**config.mk**
```make
export PLATFORM = sky130hd
export DESIGN_NAME = drive_slew_and_magnitude_limiter
export DESIGN_NICKNAME = d
export VERILOG_FILES = /design/src/hw/rtl/dslml_pkg.sv /design/src/hw/rtl/drive_slew_and_magnitude_limiter.sv
export SDC_FILE = /design/constraint.sdc
export NUM_CORES = 2
export LEC_CHECK = 0
export ABC_AREA = 1
export BUFFER_PORTS_ARGS = -buffer_cell sky130_fd_sc_hd__buf_4
export CAP_MARGIN = 20
export CORE_ASPECT_RATIO = 2
export CORE_UTILIZATION = 60
export DETAILED_ROUTE_END_ITERATION = 10
export PLACE_DENSITY_LB_ADDON = 0.08
export SKIP_CTS_REPAIR_TIMING = 1
export SYNTH_ARGS = -nofsm -noshare
export SYNTH_HDL_FRONTEND = slang
export SYNTH_SLANG_ARGS = --single-unit
```
**constraint.sdc**
```tcl
create_clock -name i_clk -period 9.9 [get_ports i_clk]
set_clock_uncertainty 0.2 [all_clocks]
set_input_delay 0.495 -clock i_clk [delete_from_list [all_inputs] [get_ports i_clk]]
set_output_delay 0.495 -clock i_clk [all_outputs]
set_load 0.02 [all_outputs]
```
**src/hw/rtl/dslml_pkg.sv**
```systemverilog
package dslml_pkg;

    localparam int unsigned AXIS_W   = 16;
    localparam int unsigned MAG_W    = 17;
    localparam int unsigned CFG_IDX_W = 2;
    localparam int unsigned CFG_DAT_W = 17;

    localparam logic [CFG_IDX_W-1:0] CFG_MAX_STEP_X   = 2'd0;
    localparam logic [CFG_IDX_W-1:0] CFG_MAX_STEP_Y   = 2'd1;
    localparam logic [CFG_IDX_W-1:0] CFG_MAX_STEP_ROT = 2'd2;
    localparam logic [CFG_IDX_W-1:0] CFG_MAX_STEP_MAG = 2'd3;

    localparam logic [AXIS_W-1:0] RST_MAX_STEP_AXIS = 16'd65535;
    localparam logic [MAG_W-1:0]  RST_MAX_STEP_MAG  = 17'd92682;

    typedef struct packed {
        logic signed [AXIS_W-1:0] cmd_x;
        logic signed [AXIS_W-1:0] cmd_y;
        logic signed [AXIS_W-1:0] cmd_rot;
    } t_cmd;

    typedef struct packed {
        logic signed [AXIS_W-1:0] out_x;
        logic signed [AXIS_W-1:0] out_y;
        logic signed [AXIS_W-1:0] out_rot;
    } t_res;

endpackage

```
**src/hw/rtl/drive_slew_and_magnitude_limiter.sv**
```systemverilog
// Slew and magnitude limiter for drive commands (x, y, rotation, signed Q1.15).
// Each axis moves from its last limited value by at most its step register; the
// xy magnitude floor(sqrt(x*x + y*y)) is limited against the last magnitude the
// same way, and x and y are scaled by limited over raw magnitude with truncation
// and 16-bit saturation. One 17x17 multiplier and one 32-bit subtract/compare
// are shared under a sequencer: two squares, 16 square-root steps, then for each
// of x and y one multiply and 16 restoring-divide steps (the multiplies and
// divides are skipped when x and y limit to zero). A new command is accepted
// only after the last result is registered. The result sits in an output
// register, so it can wait for the consumer while the next command is accepted.
// Register writes are taken in any cycle.
module drive_slew_and_magnitude_limiter
    import dslml_pkg::*;
(
    input  logic                 i_clk,
    input  logic                 i_rst_n,
    input  logic                 i_cfg_valid,
    output logic                 o_cfg_ready,
    input  logic [CFG_IDX_W-1:0] i_cfg_index,
    input  logic [CFG_DAT_W-1:0] i_cfg_data,
    input  logic                 i_cmd_valid,
    output logic                 o_cmd_ready,
    input  t_cmd                 i_cmd,
    output logic                 o_res_valid,
    input  logic                 i_res_ready,
    output t_res                 o_res
);

    typedef enum logic [3:0] {
        S_IDLE, S_SQX, S_SQY, S_SQRT, S_MAG, S_MULX, S_DIVX, S_MULY, S_DIVY, S_DONE
    } t_state;

    t_state              r_state;
    logic [3:0]          r_cnt;
    logic [AXIS_W-1:0]   r_max_step_x;
    logic [AXIS_W-1:0]   r_max_step_y;
    logic [AXIS_W-1:0]   r_max_step_rot;
    logic [MAG_W-1:0]    r_max_step_mag;
    logic [AXIS_W-1:0]   r_last_x;
    logic [AXIS_W-1:0]   r_last_y;
    logic [AXIS_W-1:0]   r_last_rot;
    logic [MAG_W-1:0]    r_last_mag;
    logic [AXIS_W-1:0]   r_raw;
    logic [31:0]         r_acc;
    logic [31:0]         r_root;
    logic [31:0]         r_bit;
    logic [31:0]         r_div;
    logic [AXIS_W-1:0]   r_quo;
    logic [AXIS_W-1:0]   r_out_x;
    logic                r_res_valid;
    t_res                r_res;

    logic [MAG_W-1:0]    mul_a;
    logic [MAG_W-1:0]    mul_b;
    logic [2*MAG_W-1:0]  mul_p;
    logic [31:0]         sub_a;
    logic [31:0]         sub_b;
    logic [32:0]         sub_d;
    logic                sub_ge;
    logic [AXIS_W-1:0]   abs_x;
    logic [AXIS_W-1:0]   abs_y;
    logic [AXIS_W-1:0]   quo_next;
    logic [MAG_W-1:0]    lim_next;

    function automatic logic [AXIS_W-1:0] slew_axis(
        input logic [AXIS_W-1:0] prev,
        input logic [AXIS_W-1:0] tgt,
        input logic [AXIS_W-1:0] step
    );
        logic signed [17:0] d;
        logic signed [17:0] s;
        logic signed [17:0] c;
        logic [17:0]        sum;
        d = $signed({{2{tgt[15]}}, tgt}) - $signed({{2{prev[15]}}, prev});
        s = $signed({2'b00, step});
        if (d > s) begin
            c = s;
        end else if (d < -s) begin
            c = -s;
        end else begin
            c = d;
        end
        sum = $unsigned($signed({{2{prev[15]}}, prev}) + c);
        return sum[AXIS_W-1:0];
    endfunction

    function automatic logic [MAG_W-1:0] slew_mag(
        input logic [MAG_W-1:0]  prev,
        input logic [AXIS_W-1:0] tgt,
        input logic [MAG_W-1:0]  step
    );
        logic signed [18:0] d;
        logic signed [18:0] s;
        logic signed [18:0] c;
        logic [18:0]        sum;
        d = $signed({3'b000, tgt}) - $signed({2'b00, prev});
        s = $signed({2'b00, step});
        if (d > s) begin
            c = s;
        end else if (d < -s) begin
            c = -s;
        end else begin
            c = d;
        end
        sum = $unsigned($signed({2'b00, prev}) + c);
        return sum[MAG_W-1:0];
    endfunction

    function automatic logic [AXIS_W-1:0] sat_signed(
        input logic              neg,
        input logic [AXIS_W-1:0] mag
    );
        logic [AXIS_W-1:0] r;
        if (neg) begin
            r = (mag > 16'd32768) ? 16'h8000 : (16'd0 - mag);
        end else begin
            r = (mag > 16'd32767) ? 16'h7FFF : mag;
        end
        return r;
    endfunction

    assign abs_x = r_last_x[15] ? (16'd0 - r_last_x) : r_last_x;
    assign abs_y = r_last_y[15] ? (16'd0 - r_last_y) : r_last_y;

    always_comb begin
        case (r_state)
            S_SQX: begin
                mul_a = {1'b0, abs_x};
                mul_b = {1'b0, abs_x};
            end
            S_SQY: begin
                mul_a = {1'b0, abs_y};
                mul_b = {1'b0, abs_y};
            end
            S_MULX: begin
                mul_a = {1'b0, abs_x};
                mul_b = r_last_mag;
            end
            S_MULY: begin
                mul_a = {1'b0, abs_y};
                mul_b = r_last_mag;
            end
            default: begin
                mul_a = '0;
                mul_b = '0;
            end
        endcase
    end

    assign mul_p = mul_a * mul_b;

    always_comb begin
        sub_a = r_acc;
        case (r_state)
            S_SQRT:  sub_b = r_root | r_bit;
            default: sub_b = r_div;
        endcase
    end

    assign sub_d    = {1'b0, sub_a} - {1'b0, sub_b};
    assign sub_ge   = ~sub_d[32];
    assign quo_next = {r_quo[AXIS_W-2:0], sub_ge};
    assign lim_next = slew_mag(r_last_mag, r_root[AXIS_W-1:0], r_max_step_mag);

    assign o_cfg_ready = 1'b1;
    assign o_cmd_ready = (r_state == S_IDLE);
    assign o_res_valid = r_res_valid;
    assign o_res       = r_res;

    always_ff @(posedge i_clk) begin
        if (!i_rst_n) begin
            r_state        <= S_IDLE;
            r_cnt          <= '0;
            r_res_valid    <= 1'b0;
            r_max_step_x   <= RST_MAX_STEP_AXIS;
            r_max_step_y   <= RST_MAX_STEP_AXIS;
            r_max_step_rot <= RST_MAX_STEP_AXIS;
            r_max_step_mag <= RST_MAX_STEP_MAG;
            r_last_x       <= '0;
            r_last_y       <= '0;
            r_last_rot     <= '0;
            r_last_mag     <= '0;
        end else begin
            if (i_cfg_valid) begin
                case (i_cfg_index)
                    CFG_MAX_STEP_X:   r_max_step_x   <= i_cfg_data[AXIS_W-1:0];
                    CFG_MAX_STEP_Y:   r_max_step_y   <= i_cfg_data[AXIS_W-1:0];
                    CFG_MAX_STEP_ROT: r_max_step_rot <= i_cfg_data[AXIS_W-1:0];
                    CFG_MAX_STEP_MAG: r_max_step_mag <= i_cfg_data;
                    default: ;
                endcase
            end

            if (r_res_valid && i_res_ready && (r_state != S_DONE)) begin
                r_res_valid <= 1'b0;
            end

            case (r_state)
                S_IDLE: begin
                    if (i_cmd_valid) begin
                        r_last_x   <= slew_axis(r_last_x, i_cmd.cmd_x, r_max_step_x);
                        r_last_y   <= slew_axis(r_last_y, i_cmd.cmd_y, r_max_step_y);
                        r_last_rot <= slew_axis(r_last_rot, i_cmd.cmd_rot, r_max_step_rot);
                        r_state    <= S_SQX;
                    end
                end
                S_SQX: begin
                    r_acc   <= mul_p[31:0];
                    r_state <= S_SQY;
                end
                S_SQY: begin
                    r_acc   <= r_acc + mul_p[31:0];
                    r_root  <= '0;
                    r_bit   <= 32'h4000_0000;
                    r_cnt   <= '0;
                    r_state <= S_SQRT;
                end
                S_SQRT: begin
                    if (sub_ge) begin
                        r_acc  <= sub_d[31:0];
                        r_root <= (r_root >> 1) | r_bit;
                    end else begin
                        r_root <= r_root >> 1;
                    end
                    r_bit <= r_bit >> 2;
                    r_cnt <= r_cnt + 4'd1;
                    if (r_cnt == 4'd15) begin
                        r_state <= S_MAG;
                    end
                end
                S_MAG: begin
                    r_raw      <= r_root[AXIS_W-1:0];
                    r_last_mag <= lim_next;
                    if (r_root[AXIS_W-1:0] == '0) begin
                        r_out_x <= r_last_x;
                        r_quo   <= r_last_y;
                        r_state <= S_DONE;
                    end else begin
                        r_state <= S_MULX;
                    end
                end
                S_MULX, S_MULY: begin
                    r_acc   <= mul_p[31:0];
                    r_div   <= {1'b0, r_raw, 15'd0};
                    r_quo   <= '0;
                    r_cnt   <= '0;
                    r_state <= (r_state == S_MULX) ? S_DIVX : S_DIVY;
                end
                S_DIVX, S_DIVY: begin
                    if (sub_ge) begin
                        r_acc <= sub_d[31:0];
                    end
                    r_div <= r_div >> 1;
                    r_cnt <= r_cnt + 4'd1;
                    if (r_cnt == 4'd15) begin
                        if (r_state == S_DIVX) begin
                            r_out_x <= sat_signed(r_last_x[15], quo_next);
                            r_quo   <= quo_next;
                            r_state <= S_MULY;
                        end else begin
                            r_quo   <= sat_signed(r_last_y[15], quo_next);
                            r_state <= S_DONE;
                        end
                    end else begin
                        r_quo <= quo_next;
                    end
                end
                S_DONE: begin
                    if (!r_res_valid || i_res_ready) begin
                        r_res.out_x   <= r_out_x;
                        r_res.out_y   <= r_quo;
                        r_res.out_rot <= r_last_rot;
                        r_res_valid   <= 1'b1;
                        r_state       <= S_IDLE;
                    end
                end
                default: begin
                    r_state <= S_IDLE;
                end
            endcase
        end
    end

endmodule
```
## Word level (Yosys, flattened, before mapping)

Cells that the tools add are included.

| storage, ports and cells | value |
|---|---|
| memory bits (read-only) | 0 |
| latch bits | 0 |
| word-level logic and storage cells | 159 |
| input bits | 72 |
| register bits after elaboration | 363 |
| memories | 0 |
| output and inout bits | 51 |
| RAM bits | 0 |

| operators by class | value |
|---|---|
| order comparisons | 10 |
| multiply operators | 1 |
| equality and inequality tests | 21 |
| reductions and logical operators | 33 |
| bitwise gates (word level) | 3 |
| shift operators | 0 |
| divide/modulo/power cells | 0 |
| mux-type cells | 52 |
| add/subtract/negate cells | 18 |

Operators by type and width:

| kind | count |
|---|---|
| 16-bit two-way mux | 27 |
| 32-bit one-hot mux with 2 select lines | 3 |
| 32-bit two-way mux | 3 |
| 32-bit one-hot mux with 3 select lines | 1 |
| 16-bit one-hot mux with 2 select lines | 2 |
| 17-bit by 18-bit < comparator with 1-bit output | 3 |
| 16-bit negation with 18-bit output | 3 |
| 17-bit greater-than comparator | 3 |
| 17-bit one-hot mux with 3 select lines | 1 |
| 16-bit by 16-bit subtractor with 17-bit output | 3 |
| 16-bit adder | 3 |
| 16-bit one-hot mux with 3 select lines | 1 |
| 1-bit by 16-bit subtractor with 16-bit output, first input constant | 3 |
| 17-bit two-way mux | 2 |
| 32-bit by 32-bit subtractor with 33-bit output | 1 |
| 32-bit adder | 1 |
| 17-bit by 17-bit multiplier with 32-bit output | 1 |
| 31-bit by 32-bit bitwise OR with 32-bit output | 1 |
| 32-bit bitwise OR | 1 |
| 4-bit one-hot mux with 8 select lines | 1 |
| 4-bit two-way mux | 7 |
| 18-bit by 19-bit < comparator with 1-bit output | 1 |
| 17-bit negation with 19-bit output | 1 |
| 18-bit greater-than comparator | 1 |
| 30 further kinds | 64 |

## Depth between registers and ports, before layout

| logic depth | value |
|---|---|
| depth after elaboration | 10 |
| depth in mapped cells | 58 |
| mapped depth without buffers | 56 |

## Worst setup path before layout

No wires, ideal clock.

| timing | value |
|---|---|
| path type | register to register |
| from | register r_last_y[1] |
| to | register r_acc[31], data pin |
| clock period less this slack | 8.422 ns |
| buffers on the path | 1 |
| arrival | 7.967 ns |
| library setup time | 0.254 ns |
| setup slack | 1.478 ns |
| required time | 9.446 ns |
| stages on the path, launching flop included | 48 |
| cell sequence | dfxtp_1 -> inv_1 -> ha_1 -> inv_1 -> nor4_2 -> nand3_1 -> nor3_2 -> a31oi_1 -> xor2_1 -> nand2_1 -> nand2_1 -> clkbuf_1 -> nand2_1 -> fa_1 -> inv_1 -> fa_1 -> inv_1 -> fa_1 -> [... 12 more ...] -> nand3_1 -> a31oi_1 -> o21ai_0 -> xor2_1 -> ha_1 -> nand2_1 -> nor3_1 -> nand2_1 -> nor4_1 -> nand2_1 -> nand2_1 -> nand2_1 -> nand2_1 -> inv_1 -> nand2_1 -> nand2_1 -> nand2_1 -> nand2_1 |

| between the ends | value |
|---|---|
| longest elaborated chain between the ends | 6 |
| elaborated cells between the ends (all ways) | 7 |
| classes of those cells | add/sub: 2; mul: 1; mux: 4 |

RTL lines:

| item | RTL line | source |
|---|---|---|
| start: declaration | drive_slew_and_magnitude_limiter.sv:40 | `logic [AXIS_W-1:0] r_last_y;` |
| start signal: assignment | drive_slew_and_magnitude_limiter.sv:202 | `r_last_y <= slew_axis(r_last_y, i_cmd.cmd_y, r_max_step_y);` |
| 1-bit by 16-bit subtractor with 16-bit output | drive_slew_and_magnitude_limiter.sv:123 | `assign abs_y = r_last_y[15] ? (16'd0 - r_last_y) : r_last_y;` |
| 16-bit two-way mux (*) | drive_slew_and_magnitude_limiter.sv:123 |  |
| 17-bit one-hot mux with 3 select lines or 16-bit one-hot mux with 2 select lines (tied branches) | drive_slew_and_magnitude_limiter.sv:126 | `case (r_state)` |
| 17-bit by 17-bit multiplier with 32-bit output (*) | drive_slew_and_magnitude_limiter.sv:150 | `assign mul_p = mul_a * mul_b;` |
| 32-bit adder | drive_slew_and_magnitude_limiter.sv:212 | `r_acc <= r_acc + mul_p[31:0];` |
| 32-bit one-hot mux with 3 select lines (*) | drive_slew_and_magnitude_limiter.sv:198 | `case (r_state)` |
| end signal: assignment | drive_slew_and_magnitude_limiter.sv:208 | `r_acc <= mul_p[31:0];` |
| end signal: assignment | drive_slew_and_magnitude_limiter.sv:212 |  |
| end signal: assignment | drive_slew_and_magnitude_limiter.sv:220 | `r_acc <= sub_d[31:0];` |
| end: declaration | drive_slew_and_magnitude_limiter.sv:44 | `logic [31:0] r_acc;` |

Mark *: on every way between the ends. The rest lies on a longest branch, timed or not.
A chain may end at the register's enable or synchronous reset.

## Worst setup path after layout

| timing | value |
|---|---|
| from | register r_last_y[15] |
| to | register r_acc[27], data pin |

The elaborated chain is that of the path after synthesis.

==> results.txt <==
The number of enable-type register cells in the synthesized netlist is between 200 and 250. The pin slew with the least headroom to its limit is 1.19 ns. The starting density of the core is between 60 and 70%. The internal power of the cells totals around 6 mW. The delay of the slowest cell on the worst path is roughly 0.56 ns. In the layout the commonest cells are nand2_1, inv_1, ha_1. The number of clock sinks came out at about 350. After detailed routing, the total wire length is between 100000 and 150000 um.

After floorplanning, the core was sized to cover between 60000 and 70000 um^2. The total of warnings raised by yosys came out at 0. The count of buffers from port buffering came out at 121. The slowest cell on the critical path is fa_1. The post-detailed-placement half-perimeter wirelength came out at between 100000 and 150000 um. The mean area per synthesized cell is 7.33 um^2. The clock-pin slew of the registers on the worst-case setup and hold paths came out at around 0.07 ns. The count of state elements after synthesis came out at roughly 350. For this run, the register share of the synthesized area comes to around 23%. The final critical path takes up 95.6% of the cycle. The number of antenna-violating nets in the routed design came out at 0. The setup path with the least slack is of type flip-flop to flip-flop.

The number of vias per cell came out at between 5 and 6. The average wire per standard cell came out at 22.7 um. The worst-skew pair later-pin latency came out at about 0.59 ns. No sink is reached through more buffers than the 3 on the longest clock path. Setup total negative slack on the finished layout was measured at 0 ns.

The initial antenna violation count came out at 8. The net switching power is between 7 and 8 mW. The minimum period implied by the final worst setup slack is 9.46 ns. The area added between synthesis and finish is 11.4%. The worst hold-check path type is input pin to flip-flop. The overall die area came out at about 67000 um^2.

The number of H-tree branching levels is 2. The max-slew violation count came out at 0. The number of buffers created by CTS came out at 34. The top cell type's share of synthesized area is roughly 16%. Global routing used approximately 44% of the available tracks. The I/O pin count is 123. The number of DRC markers in iteration 0 came out at 2427. The congestion estimate from routability-driven global placement came to slightly above 1. In the post-synthesis netlist, the biggest area contributors are edfxtp_1, ha_1, nand2_1. The tool flagged a number of max-cap violations equal to 0. The most common library cell in the layout ignoring fill and taps is nand2_1. The type of destination of the critical path is a flip-flop. The leakage power of the design came out at 22.6 nW. For this run, the detailed router's first-pass iteration total came to 6. After synthesis the cells add up to about 39000 um^2. The layout cell share with drive strength beyond 1 came out at approximately a tenth. TritonCTS built the clock tree. Entering global routing, the biggest net connects 71 pins. In this run the clock root is driven by a clkbuf_16. Summing over every cut layer, the via total after detailed routing is 38300.

The cell count after synthesis came out at between 5000 and 6000. The most numerous cell on the critical path is nand2_1. The synthesized net count came out at a little over 6000.

The worst slew margin relative to its limit is about a fifth. The most common flop cell mapped by yosys is edfxtp_1. Dividing total power by cell area gives a power density of slightly below 300 nW/um^2. The run finished with clean final reports. For this run, asynchronously set or reset flops after synthesis account for 0%. Setup repair after global routing left no endpoint under its margin.

The share of total power dissipated in sequential elements is 16.8%. The overall power of the completed layout came out at 12.9 mW. The number of DRC violations after detailed routing is 0.

The net count of the finished layout is 6325. The largest driver fanout on the critical path came out at 10. The die is 364 um tall. The worst endpoint data arrival time is 9.58 ns. edfxtp_1 takes more of the synthesized area than any other cell. The number of hold-slack violations in the final timing report came out at 0. For this run the aggregate overflow at the end of global routing stands at 0.

The highest clock frequency the design can meet came out at 106 MHz. The via count of the first global-routing pass is a little under 40000. The global-route wire length before repair came out at 219000 um.

STA classifies the critical path startpoint as a flip-flop. The initialized floorplan defines 132 standard-cell rows. The number of distinct standard cells referenced by the synthesized netlist came out at 73.

The minimum hold slack came out at 0.0555 ns. The proportion of power drawn by the clock network came out at between 10% and 20%. The data required time of the worst path came out at about 10 ns. Across the VDD grid, the largest voltage drop is roughly 250 uV. The switching share of power is between 50% and 60%. The part of the power in combinational logic is around 72%. The number of failing setup endpoints in the final timing report is 0. The horizontal die dimension came out at ~180 um.
[metrics by stage]
step,setup WS (ns),utilization [%],std cells,area [um^2]
detailed placement,0.298,65.5,6431,42400
CTS,0.276,67.2,6492,43500
finish,0.439,67.5,6505,43700
global route,0.00194,67.5,6503,43700
global placement,0.415,65.5,6431,42400
floorplan,1.48,-,5355,39300
[power by group through the flow]
stage	sequential, mW	combinational [mW]	clock (mW)
final	2.17	9.34	1.40
after global placement	2.16	8.87	0
after CTS	2.13	9.05	1.40
after detailed placement	2.16	9.00	0
after global routing	2.17	10.3	1.45
after floorplan	2.01	6.11	0
[path summary, 6_finish.rpt]
check / depth (start not counted) / startpoint / to / slack (ns)
max: 38 / r_last_y[15] / r_acc[27] / 0.44
min: 4 / i_res_ready / o_res_valid / 0.06
max reg2reg: 38 / r_last_y[15] / r_acc[27] / 0.44
min reg2reg: 0 / r_out_x[6] / o_res[38] / 0.23
[logic make-up after synthesis]
group / after synthesis / synth area share, %
AND/OR/NAND/NOR: 1987 / 21.3
buffers and inverters: 1143 / 11.2
AO/OA/AOI/OAI: 1009 / 14.8
adder cells (fa/ha/maj): 649 / 24.8
flip-flops: 345 / 22.8
XOR/XNOR: 221 / 4.95
other: 1 / 0.00955
[registers in the layout, summed over array words and instances (netlist names)]
signal	flops
o_res	48
r_acc	32
r_div	31
r_root	31
r_last_mag	17
r_max_step_mag	17
r_bit	16
r_last_rot	16
r_last_x	16
r_last_y	16
r_max_step_rot	16
r_max_step_x	16
r_max_step_y	16
r_out_x	16
r_quo	16
r_raw	16
r_cnt	4
r_state	4
o_res_valid	1
[cell type report]
type / count / area (um^2)
inverter: 999 / 3770
timing repair buffer: 356 / 2710
antenna: 5 / 12.5
clock inverter: 22 / 233
fill: 5766 / 21000
clock buffer: 39 / 901
sequential: 345 / 8970
multi-input combinational: 3868 / 26000
tap: 871 / 1090
[critical path, delay by kind of cell (launching register included)]
kind / cells / cell delay, ns
and+or+nand+nor: 10 / 1.28
DFF: 1 / 0.34
buffers and inverters: 9 / 1.54
adders and majority gates: 8 / 3.41
xor gates and xnor gates: 3 / 0.82
AOI/OAI and AO/OA: 8 / 1.58
[Yosys cell counts, types with 7 or more instances]
master,instances
nand4_1,51
fa_1,217
nor4_1,13
nand3b_1,9
edfxtp_1,206
o21ai_1,28
o21a_1,13
clkbuf_1,71
nor3_1,48
nand2_2,12
xor2_1,170
xnor2_1,50
o22ai_1,13
buf_2,49
inv_1,970
inv_2,20
o211ai_1,99
nor2_2,12
a21o_1,29
a211oi_1,21
dfxtp_1,139
a221oi_1,8
a21oi_1,389
ha_1,432
a21oi_2,9
clkinv_1,7
buf_1,13
o21ai_0,305
nand2_1,1212
o21bai_1,15
nand3_1,184
o31ai_1,9
nor2_1,382
a31oi_1,27
or2_2,20
nand3_2,10
[routing by layer]
metal  global-route usage, %  vias up  share of wire (%)
met2                    78.6     1722                 49
met3                    9.84      851                7.1
met1                    38.0    17800                 29
li1                        -    17900                  -
met5                   0.519        -              0.066
met4                    51.9       10                 14
Power figures use the tool's default switching activity.
